[config.mk]
export PLATFORM = sky130hd
export DESIGN_NAME = nmea_line_rmc_position_parser_unit
export DESIGN_NICKNAME = d
export VERILOG_FILES = /design/src/sv/nmea_rmc_pkg.sv /design/src/sv/nmea_rmc_front.sv /design/src/sv/nmea_rmc_fifo.sv /design/src/sv/nmea_rmc_back.sv /design/src/sv/nmea_line_rmc_position_parser_unit.sv
export VERILOG_INCLUDE_DIRS = /design/src /design/src/sv
export SDC_FILE = /design/constraint.sdc
export NUM_CORES = 2
export LEC_CHECK = 0
export BUFFER_PORTS_ARGS = -buffer_cell sky130_fd_sc_hd__buf_2
export CELL_PAD_IN_SITES_DETAIL_PLACEMENT = 1
export CELL_PAD_IN_SITES_GLOBAL_PLACEMENT = 1
export CORE_UTILIZATION = 56
export CTS_BUF_LIST = sky130_fd_sc_hd__clkbuf_8 sky130_fd_sc_hd__clkbuf_16
export CTS_CLUSTER_DIAMETER = 200
export DETAILED_ROUTE_END_ITERATION = 10
export GPL_TIMING_DRIVEN = 0
export MAX_ROUTING_LAYER = met4
export PLACE_DENSITY_LB_ADDON = 0.1
export SETUP_SLACK_MARGIN = 0.2
export SYNTH_ARGS = -nofsm -noshare
export SYNTH_HDL_FRONTEND = slang
export SYNTH_SLANG_ARGS = --single-unit
export TNS_END_PERCENT = 5
[constraint.sdc]
create_clock -name clock -period 26.2 [get_ports clock]
set_input_delay 3.93 -clock clock [delete_from_list [all_inputs] [get_ports clock]]
set_output_delay 3.93 -clock clock [all_outputs]
set_load 0.02 [all_outputs]
[src/sv/nmea_line_rmc_position_parser_unit_assert.svh]
// Assertion macros for the RMC position parser.
`ifndef NMEA_LINE_RMC_POSITION_PARSER_UNIT_ASSERT_SVH
`define NMEA_LINE_RMC_POSITION_PARSER_UNIT_ASSERT_SVH

// Same-cycle implication check.
`define NRMC_ASSERT_NOW(lbl, clk, rst, ante, cons) \
   lbl: assert property (@(posedge clk) disable iff (rst) (ante) |-> (cons)) \
      else $error("nmea rmc parser check failed");

// Next-cycle implication check.
`define NRMC_ASSERT_NEXT(lbl, clk, rst, ante, cons) \
   lbl: assert property (@(posedge clk) disable iff (rst) (ante) |=> (cons)) \
      else $error("nmea rmc parser check failed");

`endif

[src/sv/nmea_rmc_pkg.sv]
// Shared types, constants and tables of the RMC position parser.
`default_nettype none
package nmea_rmc_pkg;
   localparam int ACC_W = 40;
   localparam int DEG_W = 10;
   localparam int Q_W   = 24;

   localparam logic [2:0] KIND_OTHER = 3'd0;
   localparam logic [2:0] KIND_CRW   = 3'd1;
   localparam logic [2:0] KIND_CRX   = 3'd2;
   localparam logic [2:0] KIND_CRZ   = 3'd3;
   localparam logic [2:0] KIND_ZDA   = 3'd4;
   localparam logic [2:0] KIND_RMC   = 3'd5;
   localparam logic [2:0] KIND_GGA   = 3'd6;

   localparam logic [71:0] PREFIX_TEXT [8] = '{
      72'("$PERDCRW,"), 72'("$PERDCRX,"), 72'("$PERDCRZ,"), 72'("$GPZDA,"),
      72'("$GNRMC,"), 72'("$GPRMC,"), 72'("$GNGGA,"), 72'("$GPGGA,")};
   localparam logic [3:0] PREFIX_LEN [8] = '{4'd9, 4'd9, 4'd9, 4'd7, 4'd7, 4'd7, 4'd7, 4'd7};
   localparam logic [2:0] PREFIX_KIND [8] = '{KIND_CRW, KIND_CRX, KIND_CRZ, KIND_ZDA,
                                             KIND_RMC, KIND_RMC, KIND_GGA, KIND_GGA};

   // One finished line handed from the framer to the converter.
   typedef struct packed {
      logic [2:0]       kind;
      logic [6:0]       len;
      logic             silence;
      logic             fix;
      logic [ACC_W-1:0] lat_acc;
      logic [ACC_W-1:0] lon_acc;
      logic [1:0]       hemi;
   } line_type;

   function automatic logic [ACC_W-1:0] pow10(input logic [2:0] e);
      logic [ACC_W-1:0] r;
      unique case (e)
         3'd0: r = ACC_W'(1);
         3'd1: r = ACC_W'(10);
         3'd2: r = ACC_W'(100);
         3'd3: r = ACC_W'(1000);
         3'd4: r = ACC_W'(10000);
         3'd5: r = ACC_W'(100000);
         3'd6: r = ACC_W'(1000000);
         3'd7: r = ACC_W'(10000000);
         default: r = ACC_W'(1);
      endcase
      return r;
   endfunction

   // Character at position pos of prefix j; caller guarantees pos < length.
   function automatic logic [7:0] prefix_char(input logic [2:0] j, input logic [3:0] pos);
      logic [3:0] k;
      k = PREFIX_LEN[j] - 4'd1 - pos;
      return PREFIX_TEXT[j][{k, 3'b000} +: 8];
   endfunction
endpackage
`default_nettype wire

[src/sv/nmea_rmc_front.sv]
// Line framer: prefix match, RMC field checks, coordinate accumulation, silence timer.
`default_nettype none
module nmea_rmc_front #(
   parameter int LINE_MAX = 128,
   parameter int FRAC     = 5
) (
   input  wire logic                    clock,
   input  wire logic                    reset,
   input  wire logic                    req_tvalid,
   output logic                         req_tready,
   input  wire logic [7:0]              req_tdata,
   input  wire logic                    req_tuser,
   input  wire logic                    csr_valid,
   output logic                         csr_ready,
   input  wire logic [15:0]             csr_data,
   input  wire logic                    q_full,
   output logic                         q_push,
   output nmea_rmc_pkg::line_type       q_item
);
   localparam int LC_W  = $clog2(LINE_MAX);
   localparam int LCX   = (LC_W > 7) ? LC_W : 7;
   localparam int ACC_W = nmea_rmc_pkg::ACC_W;
   localparam int VW    = ACC_W + 4;
   localparam logic [ACC_W-1:0] POW_F = nmea_rmc_pkg::pow10(3'(FRAC));
   localparam logic [VW-1:0] CAP = VW'(100000) * VW'(POW_F);

   logic [15:0]      silence_ff, quiet_ff, quiet_in;
   logic [LC_W-1:0]  lc_ff, lc_in;
   logic [7:0]       cand_ff, cand_in;
   logic [4:0]       fn_ff, fn_in;
   logic [3:0]       fcc_ff, fcc_in;
   logic             ok_ff, ok_in;
   logic [ACC_W-1:0] lat_ff, lat_in, lon_ff, lon_in;
   logic [1:0]       hemi_ff, hemi_in;
   logic [1:0]       phase_ff, phase_in;
   logic [2:0]       frac_ff, frac_in;

   logic             fire, finish, by_sil;
   logic [7:0]       c;
   logic [ACC_W-1:0] acc_new;
   logic [2:0]       kind;
   logic [LCX-1:0]   lc_x;
   logic             is_digit;
   logic [VW-1:0]    v;

   assign req_tready = !q_full;
   assign csr_ready  = 1'b1;
   assign fire       = req_tvalid && req_tready;
   assign c          = req_tdata;
   assign is_digit   = (c >= 8'h30) && (c <= 8'h39);

   // Number syntax step for the field being read.
   always_comb begin
      logic [ACC_W-1:0] cur;
      cur      = (fn_ff == 5'd3) ? lat_ff : lon_ff;
      v        = VW'(cur);
      phase_in = phase_ff;
      frac_in  = frac_ff;
      unique case (phase_ff)
         2'd0: begin
            if (is_digit) v = VW'(cur) * VW'(10) + VW'(c - 8'h30) * VW'(POW_F);
            else if (c == 8'h2e) phase_in = 2'd1;
            else phase_in = 2'd2;
         end
         2'd1: begin
            if (is_digit) begin
               if (frac_ff < 3'(FRAC)) begin
                  v = VW'(cur) + VW'(c - 8'h30)
                      * VW'(nmea_rmc_pkg::pow10(3'(FRAC - 1) - frac_ff));
                  frac_in = frac_ff + 3'd1;
               end
            end else begin
               phase_in = 2'd2;
            end
         end
         default: ;
      endcase
      acc_new = (v > CAP) ? ACC_W'(CAP) : v[ACC_W-1:0];
   end

   always_comb begin
      kind = nmea_rmc_pkg::KIND_OTHER;
      for (int j = 7; j >= 0; j--)
         if (cand_ff[j] && (LCX'(lc_ff) >= LCX'(nmea_rmc_pkg::PREFIX_LEN[j])))
            kind = nmea_rmc_pkg::PREFIX_KIND[j];
   end

   always_comb begin
      logic [4:0] f;
      f        = fn_ff;
      lc_in    = lc_ff;
      cand_in  = cand_ff;
      fn_in    = fn_ff;
      fcc_in   = fcc_ff;
      ok_in    = ok_ff;
      lat_in   = lat_ff;
      lon_in   = lon_ff;
      hemi_in  = hemi_ff;
      quiet_in = quiet_ff;
      finish   = 1'b0;
      by_sil   = 1'b0;
      if (fire && !req_tuser) begin
         quiet_in = '0;
         if (c == 8'h0a) begin
            finish = (lc_ff != '0);
         end else if (c != 8'h0d && lc_ff != LC_W'(LINE_MAX - 1)) begin
            for (int j = 0; j < 8; j++)
               if (LCX'(lc_ff) < LCX'(nmea_rmc_pkg::PREFIX_LEN[j]) &&
                   c != nmea_rmc_pkg::prefix_char(3'(j), lc_ff[3:0]))
                  cand_in[j] = 1'b0;
            if (c == 8'h2c) begin
               if (f <= 5'd6 && fcc_ff == 4'd0) ok_in = 1'b0;
               if (f == 5'd2 && fcc_ff != 4'd1) ok_in = 1'b0;
               if (fn_ff != 5'd31) fn_in = fn_ff + 5'd1;
               fcc_in = '0;
            end else begin
               if (f == 5'd2 && (fcc_ff != 4'd0 || c != 8'h41)) ok_in = 1'b0;
               if (f == 5'd3 || f == 5'd5) begin
                  if (fcc_ff == 4'd15) ok_in = 1'b0;
                  if (f == 5'd3) lat_in = acc_new;
                  else lon_in = acc_new;
               end
               if (f == 5'd4 && fcc_ff == 4'd3) ok_in = 1'b0;
               if ((f == 5'd4 || f == 5'd6) && fcc_ff == 4'd0 && (c == 8'h53 || c == 8'h57))
                  hemi_in = hemi_ff | ((f == 5'd4) ? 2'b01 : 2'b10);
               if (fcc_ff != 4'd15) fcc_in = fcc_ff + 4'd1;
            end
            lc_in = lc_ff + LC_W'(1);
         end
      end else if (fire) begin
         if (quiet_ff != 16'hffff) quiet_in = quiet_ff + 16'd1;
         if (lc_ff != '0 && quiet_in > silence_ff) begin
            finish = 1'b1;
            by_sil = 1'b1;
         end
      end
   end

   assign lc_x = LCX'(lc_ff);
   always_comb begin
      q_item.kind    = kind;
      q_item.len     = (lc_x > LCX'(127)) ? 7'd127 : lc_x[6:0];
      q_item.silence = by_sil;
      q_item.fix     = (kind == nmea_rmc_pkg::KIND_RMC) && ok_ff &&
                       (fn_ff > 5'd6 || (fn_ff == 5'd6 && fcc_ff != 4'd0));
      q_item.lat_acc = lat_ff;
      q_item.lon_acc = lon_ff;
      q_item.hemi    = hemi_ff;
   end
   assign q_push = finish;

   logic num_field, kept, is_comma;
   assign kept      = fire && !req_tuser && c != 8'h0a && c != 8'h0d &&
                      lc_ff != LC_W'(LINE_MAX - 1);
   assign is_comma  = c == 8'h2c;
   assign num_field = fn_ff == 5'd3 || fn_ff == 5'd5;

   always_ff @(posedge clock) begin
      if (reset) begin
         silence_ff <= 16'd100;
         quiet_ff   <= '0;
         lc_ff      <= '0;
         cand_ff    <= '1;
         fn_ff      <= '0;
         fcc_ff     <= '0;
         ok_ff      <= 1'b1;
         lat_ff     <= '0;
         lon_ff     <= '0;
         hemi_ff    <= '0;
         phase_ff   <= '0;
         frac_ff    <= '0;
      end else begin
         if (csr_valid && csr_ready) silence_ff <= csr_data;
         quiet_ff <= quiet_in;
         if (finish) begin
            lc_ff    <= '0;
            cand_ff  <= '1;
            fn_ff    <= '0;
            fcc_ff   <= '0;
            ok_ff    <= 1'b1;
            lat_ff   <= '0;
            lon_ff   <= '0;
            hemi_ff  <= '0;
            phase_ff <= '0;
            frac_ff  <= '0;
         end else begin
            lc_ff   <= lc_in;
            cand_ff <= cand_in;
            fn_ff   <= fn_in;
            fcc_ff  <= fcc_in;
            ok_ff   <= ok_in;
            lat_ff  <= lat_in;
            lon_ff  <= lon_in;
            hemi_ff <= hemi_in;
            if (kept && is_comma) begin
               phase_ff <= '0;
               frac_ff  <= '0;
            end else if (kept && num_field) begin
               phase_ff <= phase_in;
               frac_ff  <= frac_in;
            end
         end
      end
   end
endmodule
`default_nettype wire

[src/sv/nmea_rmc_fifo.sv]
// Two-entry queue of finished lines between framer and converter.
`default_nettype none
module nmea_rmc_fifo (
   input  wire logic                   clock,
   input  wire logic                   reset,
   input  wire logic                   push,
   input  wire nmea_rmc_pkg::line_type push_item,
   input  wire logic                   pop,
   output nmea_rmc_pkg::line_type      pop_item,
   output logic                        full,
   output logic                        empty
);
   nmea_rmc_pkg::line_type mem_ff [2];
   logic       wp_ff, rp_ff;
   logic [1:0] cnt_ff;

   assign full     = cnt_ff == 2'd2;
   assign empty    = cnt_ff == 2'd0;
   assign pop_item = mem_ff[rp_ff];

   always_ff @(posedge clock) begin
      if (push) mem_ff[wp_ff] <= push_item;
   end

   always_ff @(posedge clock) begin
      if (reset) begin
         wp_ff  <= 1'b0;
         rp_ff  <= 1'b0;
         cnt_ff <= '0;
      end else begin
         if (push) wp_ff <= !wp_ff;
         if (pop) rp_ff <= !rp_ff;
         cnt_ff <= cnt_ff + 2'(push) - 2'(pop);
      end
   end
endmodule
`default_nettype wire

[src/sv/nmea_rmc_back.sv]
// Converter: ddmm.mmmm accumulators to signed 1e-7 degrees, position store, result register.
`default_nettype none
module nmea_rmc_back #(
   parameter int FRAC = 5
) (
   input  wire logic                   clock,
   input  wire logic                   reset,
   input  wire logic                   q_empty,
   input  wire nmea_rmc_pkg::line_type q_item,
   output logic                        q_pop,
   output logic                        rsp_tvalid,
   input  wire logic                   rsp_tready,
   output logic [79:0]                 rsp_tdata
);
   localparam int ACC_W = nmea_rmc_pkg::ACC_W;
   localparam int DEG_W = nmea_rmc_pkg::DEG_W;
   localparam int Q_W   = nmea_rmc_pkg::Q_W;
   localparam int SH    = 8;
   localparam logic [ACC_W-1:0] UNIT  = ACC_W'(100) * nmea_rmc_pkg::pow10(3'(FRAC));
   localparam logic [ACC_W-1:0] MUL_P = nmea_rmc_pkg::pow10(3'(7 - FRAC));
   // degree estimate (acc >> SH) * DEG_RCP >> DEG_P is low by at most one
   localparam int DEG_P = $clog2(UNIT) + 3;
   localparam logic [12:0] DEG_RCP = 13'((64'd1 << (SH + DEG_P)) / 64'(UNIT));
   // exact floor(x / 60) for x below 2^30
   localparam logic [30:0] RCP60 = 31'd1145324613;
   localparam logic [33:0] E7_MAX = 34'd1800000000;

   typedef enum logic [2:0] {S_IDLE, S_LOAD, S_REM, S_FIX, S_MUL, S_QUO, S_SUM, S_OUT}
      state_type;

   state_type              state_ff;
   nmea_rmc_pkg::line_type item_ff;
   logic                   sel_ff;
   logic [ACC_W-1:0]       rem_ff;
   logic [DEG_W-1:0]       deg_ff;
   logic [Q_W-1:0]         q_ff;
   logic [31:0]            lat_ff, lon_ff;
   logic [1:0]             valid_ff;

   logic [ACC_W-1:0] acc_sel, deg_mul;
   logic [47:0]      deg_prod;
   logic [DEG_W-1:0] deg_est;
   logic [60:0]      quo_prod;
   logic [33:0]      e7_raw, e7;
   logic [31:0]      e7_signed;
   logic             neg;

   assign q_pop    = (state_ff == S_IDLE) && !q_empty;
   assign acc_sel  = sel_ff ? item_ff.lon_acc : item_ff.lat_acc;
   assign deg_prod = 48'(acc_sel[ACC_W-1:SH]) * 48'(DEG_RCP);
   assign deg_est  = DEG_W'(deg_prod >> DEG_P);
   assign deg_mul  = ACC_W'(deg_ff) * ACC_W'(UNIT[29:0]);
   assign quo_prod = 61'(rem_ff[29:0]) * 61'(RCP60);
   assign e7_raw   = 34'(deg_ff) * 34'd10000000 + 34'(q_ff);
   assign e7       = (e7_raw > E7_MAX) ? E7_MAX : e7_raw;
   assign neg      = sel_ff ? item_ff.hemi[1] : item_ff.hemi[0];
   assign e7_signed = neg ? 32'd0 - e7[31:0] : e7[31:0];

   assign rsp_tvalid = state_ff == S_OUT;
   assign rsp_tdata  = {2'b00, lon_ff, lat_ff, valid_ff[1], valid_ff[0], item_ff.fix,
                        item_ff.silence, item_ff.len, item_ff.kind};

   always_ff @(posedge clock) begin
      if (reset) begin
         state_ff <= S_IDLE;
         sel_ff   <= 1'b0;
         lat_ff   <= '0;
         lon_ff   <= '0;
         valid_ff <= '0;
      end else begin
         unique case (state_ff)
            S_IDLE: begin
               if (!q_empty) begin
                  item_ff  <= q_item;
                  sel_ff   <= 1'b0;
                  state_ff <= q_item.fix ? S_LOAD : S_OUT;
               end
            end
            S_LOAD: begin
               if (acc_sel == '0) begin
                  if (sel_ff) begin
                     lon_ff      <= '0;
                     valid_ff[1] <= 1'b0;
                     state_ff    <= S_OUT;
                  end else begin
                     lat_ff      <= '0;
                     valid_ff[0] <= 1'b0;
                     sel_ff      <= 1'b1;
                  end
               end else begin
                  rem_ff   <= acc_sel;
                  deg_ff   <= deg_est;
                  state_ff <= S_REM;
               end
            end
            S_REM: begin
               rem_ff   <= rem_ff - deg_mul;
               state_ff <= S_FIX;
            end
            S_FIX: begin
               // estimate may be one short
               if (rem_ff >= UNIT) begin
                  rem_ff <= rem_ff - UNIT;
                  deg_ff <= deg_ff + DEG_W'(1);
               end
               state_ff <= S_MUL;
            end
            S_MUL: begin
               rem_ff   <= ACC_W'(rem_ff[29:0]) * ACC_W'(MUL_P[23:0]);
               state_ff <= S_QUO;
            end
            S_QUO: begin
               q_ff     <= Q_W'(quo_prod >> 36);
               state_ff <= S_SUM;
            end
            S_SUM: begin
               if (sel_ff) begin
                  lon_ff      <= e7_signed;
                  valid_ff[1] <= 1'b1;
                  state_ff    <= S_OUT;
               end else begin
                  lat_ff      <= e7_signed;
                  valid_ff[0] <= 1'b1;
                  sel_ff      <= 1'b1;
                  state_ff    <= S_LOAD;
               end
            end
            S_OUT: begin
               if (rsp_tready) state_ff <= S_IDLE;
            end
            default: state_ff <= S_IDLE;
         endcase
      end
   end
endmodule
`default_nettype wire

[src/sv/nmea_line_rmc_position_parser_unit.sv]
// Top level of the NMEA line framer and RMC position parser.
//
//  channel | dir | handshake             | payload
//  req     | in  | req_tvalid/req_tready | tdata rx_byte[7:0]; tuser func
//  rsp     | out | rsp_tvalid/rsp_tready | tdata kind, length, flags, lat, lon
//  csr     | in  | csr_valid/csr_ready   | csr_data silence_flush_ticks[15:0]
//
// The framer accepts a byte or tick whenever the queue is not full. A finished
// line waits in a two-entry queue. The converter takes each nonzero coordinate
// of an RMC fix through load, remainder, fix, multiply, quotient and sum steps,
// using reciprocal multiplications. req_tready drops only while the queue is
// full. Reset is synchronous; no clearing pass.
`default_nettype none
`include "nmea_line_rmc_position_parser_unit_assert.svh"
module nmea_line_rmc_position_parser_unit #(
   parameter int LINE_MAX               = 128,
   parameter int MINUTE_FRACTION_DIGITS = 5
) (
   input  wire logic        clock,
   input  wire logic        reset,
   input  wire logic        req_tvalid,
   output logic             req_tready,
   input  wire logic [7:0]  req_tdata,  // [7:0] rx_byte
   input  wire logic        req_tuser,  // [0] func
   output logic             rsp_tvalid,
   input  wire logic        rsp_tready,
   // [2:0] sentence_kind, [9:3] line_length, [10] by_silence, [11] fix_parsed,
   // [12] lat_valid, [13] lon_valid, [45:14] latitude_e7, [77:46] longitude_e7
   output logic [79:0]      rsp_tdata,
   input  wire logic        csr_valid,
   output logic             csr_ready,
   input  wire logic [15:0] csr_data
);
   nmea_rmc_pkg::line_type push_item, pop_item;
   logic push, pop, full, empty;

   nmea_rmc_front #(.LINE_MAX(LINE_MAX), .FRAC(MINUTE_FRACTION_DIGITS)) u_front (
      .clock, .reset, .req_tvalid, .req_tready, .req_tdata, .req_tuser,
      .csr_valid, .csr_ready, .csr_data,
      .q_full(full), .q_push(push), .q_item(push_item));

   nmea_rmc_fifo u_fifo (
      .clock, .reset, .push, .push_item, .pop, .pop_item, .full, .empty);

   nmea_rmc_back #(.FRAC(MINUTE_FRACTION_DIGITS)) u_back (
      .clock, .reset, .q_empty(empty), .q_item(pop_item), .q_pop(pop),
      .rsp_tvalid, .rsp_tready, .rsp_tdata);

   `NRMC_ASSERT_NOW(a_no_overflow, clock, reset, push, !full)
   `NRMC_ASSERT_NOW(a_lat_zero, clock, reset, rsp_tvalid && !rsp_tdata[12],
      rsp_tdata[45:14] == 32'd0)
   `NRMC_ASSERT_NOW(a_lon_zero, clock, reset, rsp_tvalid && !rsp_tdata[13],
      rsp_tdata[77:46] == 32'd0)
   `NRMC_ASSERT_NEXT(a_pop_moves, clock, reset, pop && !push && !full, !full)
endmodule
`default_nettype wire

==> results.md <==
* Total via count after detailed routing at between 50000 and 60000
* Area taken by flip-flops and latches at roughly 15000 um2
* Clock sinks at roughly 580
* Cell Rows at between 100 and 150
* Count of mapped cells out of synthesis at approximately 7200
* Number of enable-type register cells in the synthesized netlist at around 360
* CTS tree: done
* PortBufs at ~110
* Initial core utilization at 0.565
* Number of buffers inserted during clock tree synthesis at between 60 and 70
* Floorplan core area at between 100000 and 150000 um2
* Worst setup slack before clock tree synthesis at 9.25 ns
* WP data required at approximately 27 ns
* Antenna violations before repair at 2
* Pre-Repair DR Iteration Count at 6
* GRT overflow at 0
* Root buffer cell: clkbuf_16
* Avg Inst Size Synth at 9.53 um2
* Run status: complete, but fails checks
* Data arrival time of the critical path at between 15 and 20 ns
* Width of the die at 353 um
* Final routed wirelength across all metal layers at approximately 230000 um
* Highest Clock Rate at 0.0612 GHz
* Worst Slack Setup Final at 9.86 ns
* Global-route wire length before repair at ~350000 um
* Worst hold path type: reg2reg
* TNS Setup at 0 ns
* Top cell family by delay on the critical path: adder cells
* Via count of the first global-routing pass at 60600
* Global placement routability congestion at about 1.0
* Crit path largest cell delay at approximately 1.1 ns
* Final period demand of the worst path at 16.34 ns
* Area growth from synthesis to layout at 7.39%
* Post-Synthesis Cell Area at between 60000 and 70000 um2
* Yosys cell types at around 100
* Nets at 9175
* Setup crit start kind: primary input
* Post-DR vias/cell at between 6 and 7
* HPWL after DPL at approximately 190000 um
* Normalized max-slew margin at 0.00977
* Violations in the final reports: max-capacitance violations
* Ys flop type: edfxtp_1
* Critical path start-end classification: in2reg
* Number of buffers on the longest clock path at 3
* Setup repair after global routing missed its margin: false
* Number of standard cells in the final layout excluding fillers at 9084
* Hold-fix buffer count after cts at 0
* Die Outline Area at between 100000 and 150000 um2
* Clock Pin Slew Worst Setup and Hold Paths at roughly 0.060 ns
* Transition time of the tightest slew-check pin at between 1 and 1.5 ns
* Critical Path Sink Type: flip-flop
* Maximum number of pins on one net before global-route repair at 58
* Count of max-cap constraint violations at 1
* CP Max Fanout at 18
* Flip-flop and latch count after synthesis at approximately 580
* Insertion delay of the later-clocked pin in the worst-skew pair at approximately 0.71 ns
* Fraction of layout cells with a size suffix above 1 at 0.0605
* Number of filler instances in the final layout at about 14000
* Number of nets still failing antenna checks after routing at 0
* Chip height at about 350 um
* Area occupied by multi-input gates at approximately 48000 um2
* DRC at 0
* Seq/Total Area, Yosys at 0.219
* Cell total after placement at between 8000 and 9000
* Maximum clock skew at final layout at between 0.05 and 0.06 ns
* Global routing usage summed across all routing layers at 0.380
* Number of buffers inserted by post-CTS setup repair at 0
* Final slew viol count at 0
* Crit path top cell by count: fa_1
* Period utilization at 0.624
* Final hold violation count at 0
* Worst path buffer plus inverter count at 8
* I/O pins at about 110
* Number of levels in the clock H-tree at 2
* Library cell contributing the largest single delay on the critical path: clkbuf_1
* DR iter-0 viols at about 3100
* Yosys warning count at 0
* Quantity of gates resized following cts at 0
* Routed WL per cell at between 20 and 30 um
* Asr flop ratio synth at 0
* Setup violation total in the final timing report at 0
## worst paths after layout
check | from | endpoint | slack [ns] | cells past startpoint
setup / recovery | req_tdata[5] | u_front.lat_ff[24]$_SDFFE_PP0P_ | 9.86 | 32
hold / removal | u_back.lon_ff[18]$_SDFFE_PP0P_ | u_back.lon_ff[18]$_SDFFE_PP0P_ | 0.46 | 2
setup reg to reg | u_front.frac_ff[0]$_SDFFE_PP0P_ | u_front.lat_ff[24]$_SDFFE_PP0P_ | 12.58 | 34
hold reg to reg | u_back.lon_ff[18]$_SDFFE_PP0P_ | u_back.lon_ff[18]$_SDFFE_PP0P_ | 0.46 | 2
## synth_stat cells, types with 53 or more instances
master | number | area (um2)
inv_1 | 1332 | 5000
o21a_1 | 53 | 398
mux2i_1 | 77 | 771
nor2b_1 | 57 | 357
nand4_1 | 60 | 375
ha_1 | 1088 | 13600
nand3_1 | 111 | 556
nand2_1 | 424 | 1590
dfxtp_1 | 219 | 4380
xor2_1 | 117 | 1020
a21o_1 | 112 | 841
nand2b_1 | 60 | 375
fa_1 | 652 | 13100
xnor2_1 | 224 | 1960
mux2_2 | 135 | 1520
edfxtp_1 | 356 | 10700
and3_1 | 55 | 344
nor2_1 | 420 | 1580
a21oi_1 | 343 | 1720
o21ai_0 | 233 | 1170
clkbuf_1 | 166 | 623
a211oi_1 | 61 | 458
nor3_1 | 111 | 556
## layout by cell type, fill, tap and decap left out, types with 31 or more instances in the layout
| master | Yosys | routed |
|---|---|---|
| nor3_1 | 111 | 109 |
| mux2i_1 | 77 | 77 |
| o22ai_1 | 35 | 35 |
| clkbuf_16 | 0 | 67 |
| a211oi_1 | 61 | 61 |
| and2_1 | 50 | 49 |
| o211ai_1 | 48 | 48 |
| a22o_1 | 31 | 31 |
| o21a_1 | 53 | 53 |
| dfxtp_1 | 219 | 219 |
| a21o_1 | 112 | 112 |
| ha_1 | 1088 | 1088 |
| nand2_1 | 424 | 424 |
| and3_1 | 55 | 55 |
| or3_1 | 45 | 45 |
| nand3_1 | 111 | 111 |
| nor2_1 | 420 | 417 |
| clkbuf_1 | 166 | 166 |
| o2bb2ai_1 | 46 | 46 |
| xor2_1 | 117 | 116 |
| edfxtp_1 | 356 | 356 |
| nand4_1 | 60 | 60 |
| xnor2_1 | 224 | 224 |
| a31oi_1 | 37 | 37 |
| mux2_2 | 135 | 135 |
| nand2b_1 | 60 | 60 |
| a21oi_1 | 343 | 343 |
| inv_1 | 1332 | 1342 |
| fa_1 | 652 | 652 |
| buf_2 | 16 | 122 |
| nor2b_1 | 57 | 57 |
| o21ai_0 | 233 | 232 |
## cell type report
class | instances | share of cell area
diodes | 1 | 0.0000339
well taps | 1625 | 0.0275
multi-input cells | 5099 | 0.648
plain buffers | 213 | 0.0123
repair buffers | 117 | 0.00999
clock buffers | 74 | 0.0240
inverters | 1338 | 0.0680
flip-flops and latches | 575 | 0.204
clock inverters | 42 | 0.00665
## state kept, by name (all words and copies together), names as in the netlist, 12 cells and up, named ones only
| name | flops |
|---|---|
| u_back.item_ff | 82 |
| u_back.lat_ff | 32 |
| u_back.lon_ff | 32 |
| u_back.q_ff | 24 |
| u_back.rem_ff | 40 |
| u_back.rsp_tdata | 12 |
| u_fifo.mem_ff | 188 |
| u_front.lat_ff | 40 |
| u_front.lon_ff | 40 |
| u_front.quiet_ff | 16 |
| u_front.silence_ff | 16 |
## cells by family after synthesis
logic type	Yosys count	synth area share
xor+xnor	341	0.0434
flops	575	0.219
mux	212	0.0333
compound gates	1302	0.126
fa+ha+maj	1741	0.388
buf+inv	1551	0.0862
other cells	2	0.000109
simple gates	1500	0.104
## metrics by stage
| stage | utilization | hold slack, ns | area (um2) |
|---|---|---|---|
| final | 0.606 | 0.455 | 73900 |
| after CTS | 0.606 | 0.454 | 73900 |
| after global placement | 0.586 | 0.437 | 71400 |
| after global routing | 0.606 | 0.472 | 73900 |
| after floorplan | - | 0.426 | 68800 |
| after detailed placement | 0.588 | 0.439 | 71600 |
## tightest hold or removal path, stage by stage (launching register included)
cell	delay (ns)
dfxtp_1	0.32
nand2_1	0.05
o21ai_0	0.05
## routing by layer
| metal | vias to the layer above | part of all wire | GRT usage |
|---|---|---|---|
| li1 | 24900 | - | - |
| met1 | 27700 | 0.38 | 0.414 |
| met2 | 1450 | 0.51 | 0.676 |
| met3 | 651 | 0.039 | 0.0379 |
| met4 | 0 | 0.066 | 0.214 |
| met5 | - | 0 | - |
Power is left out: the tool's default activity adds up to more than one toggle a clock period on the data nets, which glitch-free logic cannot reach.
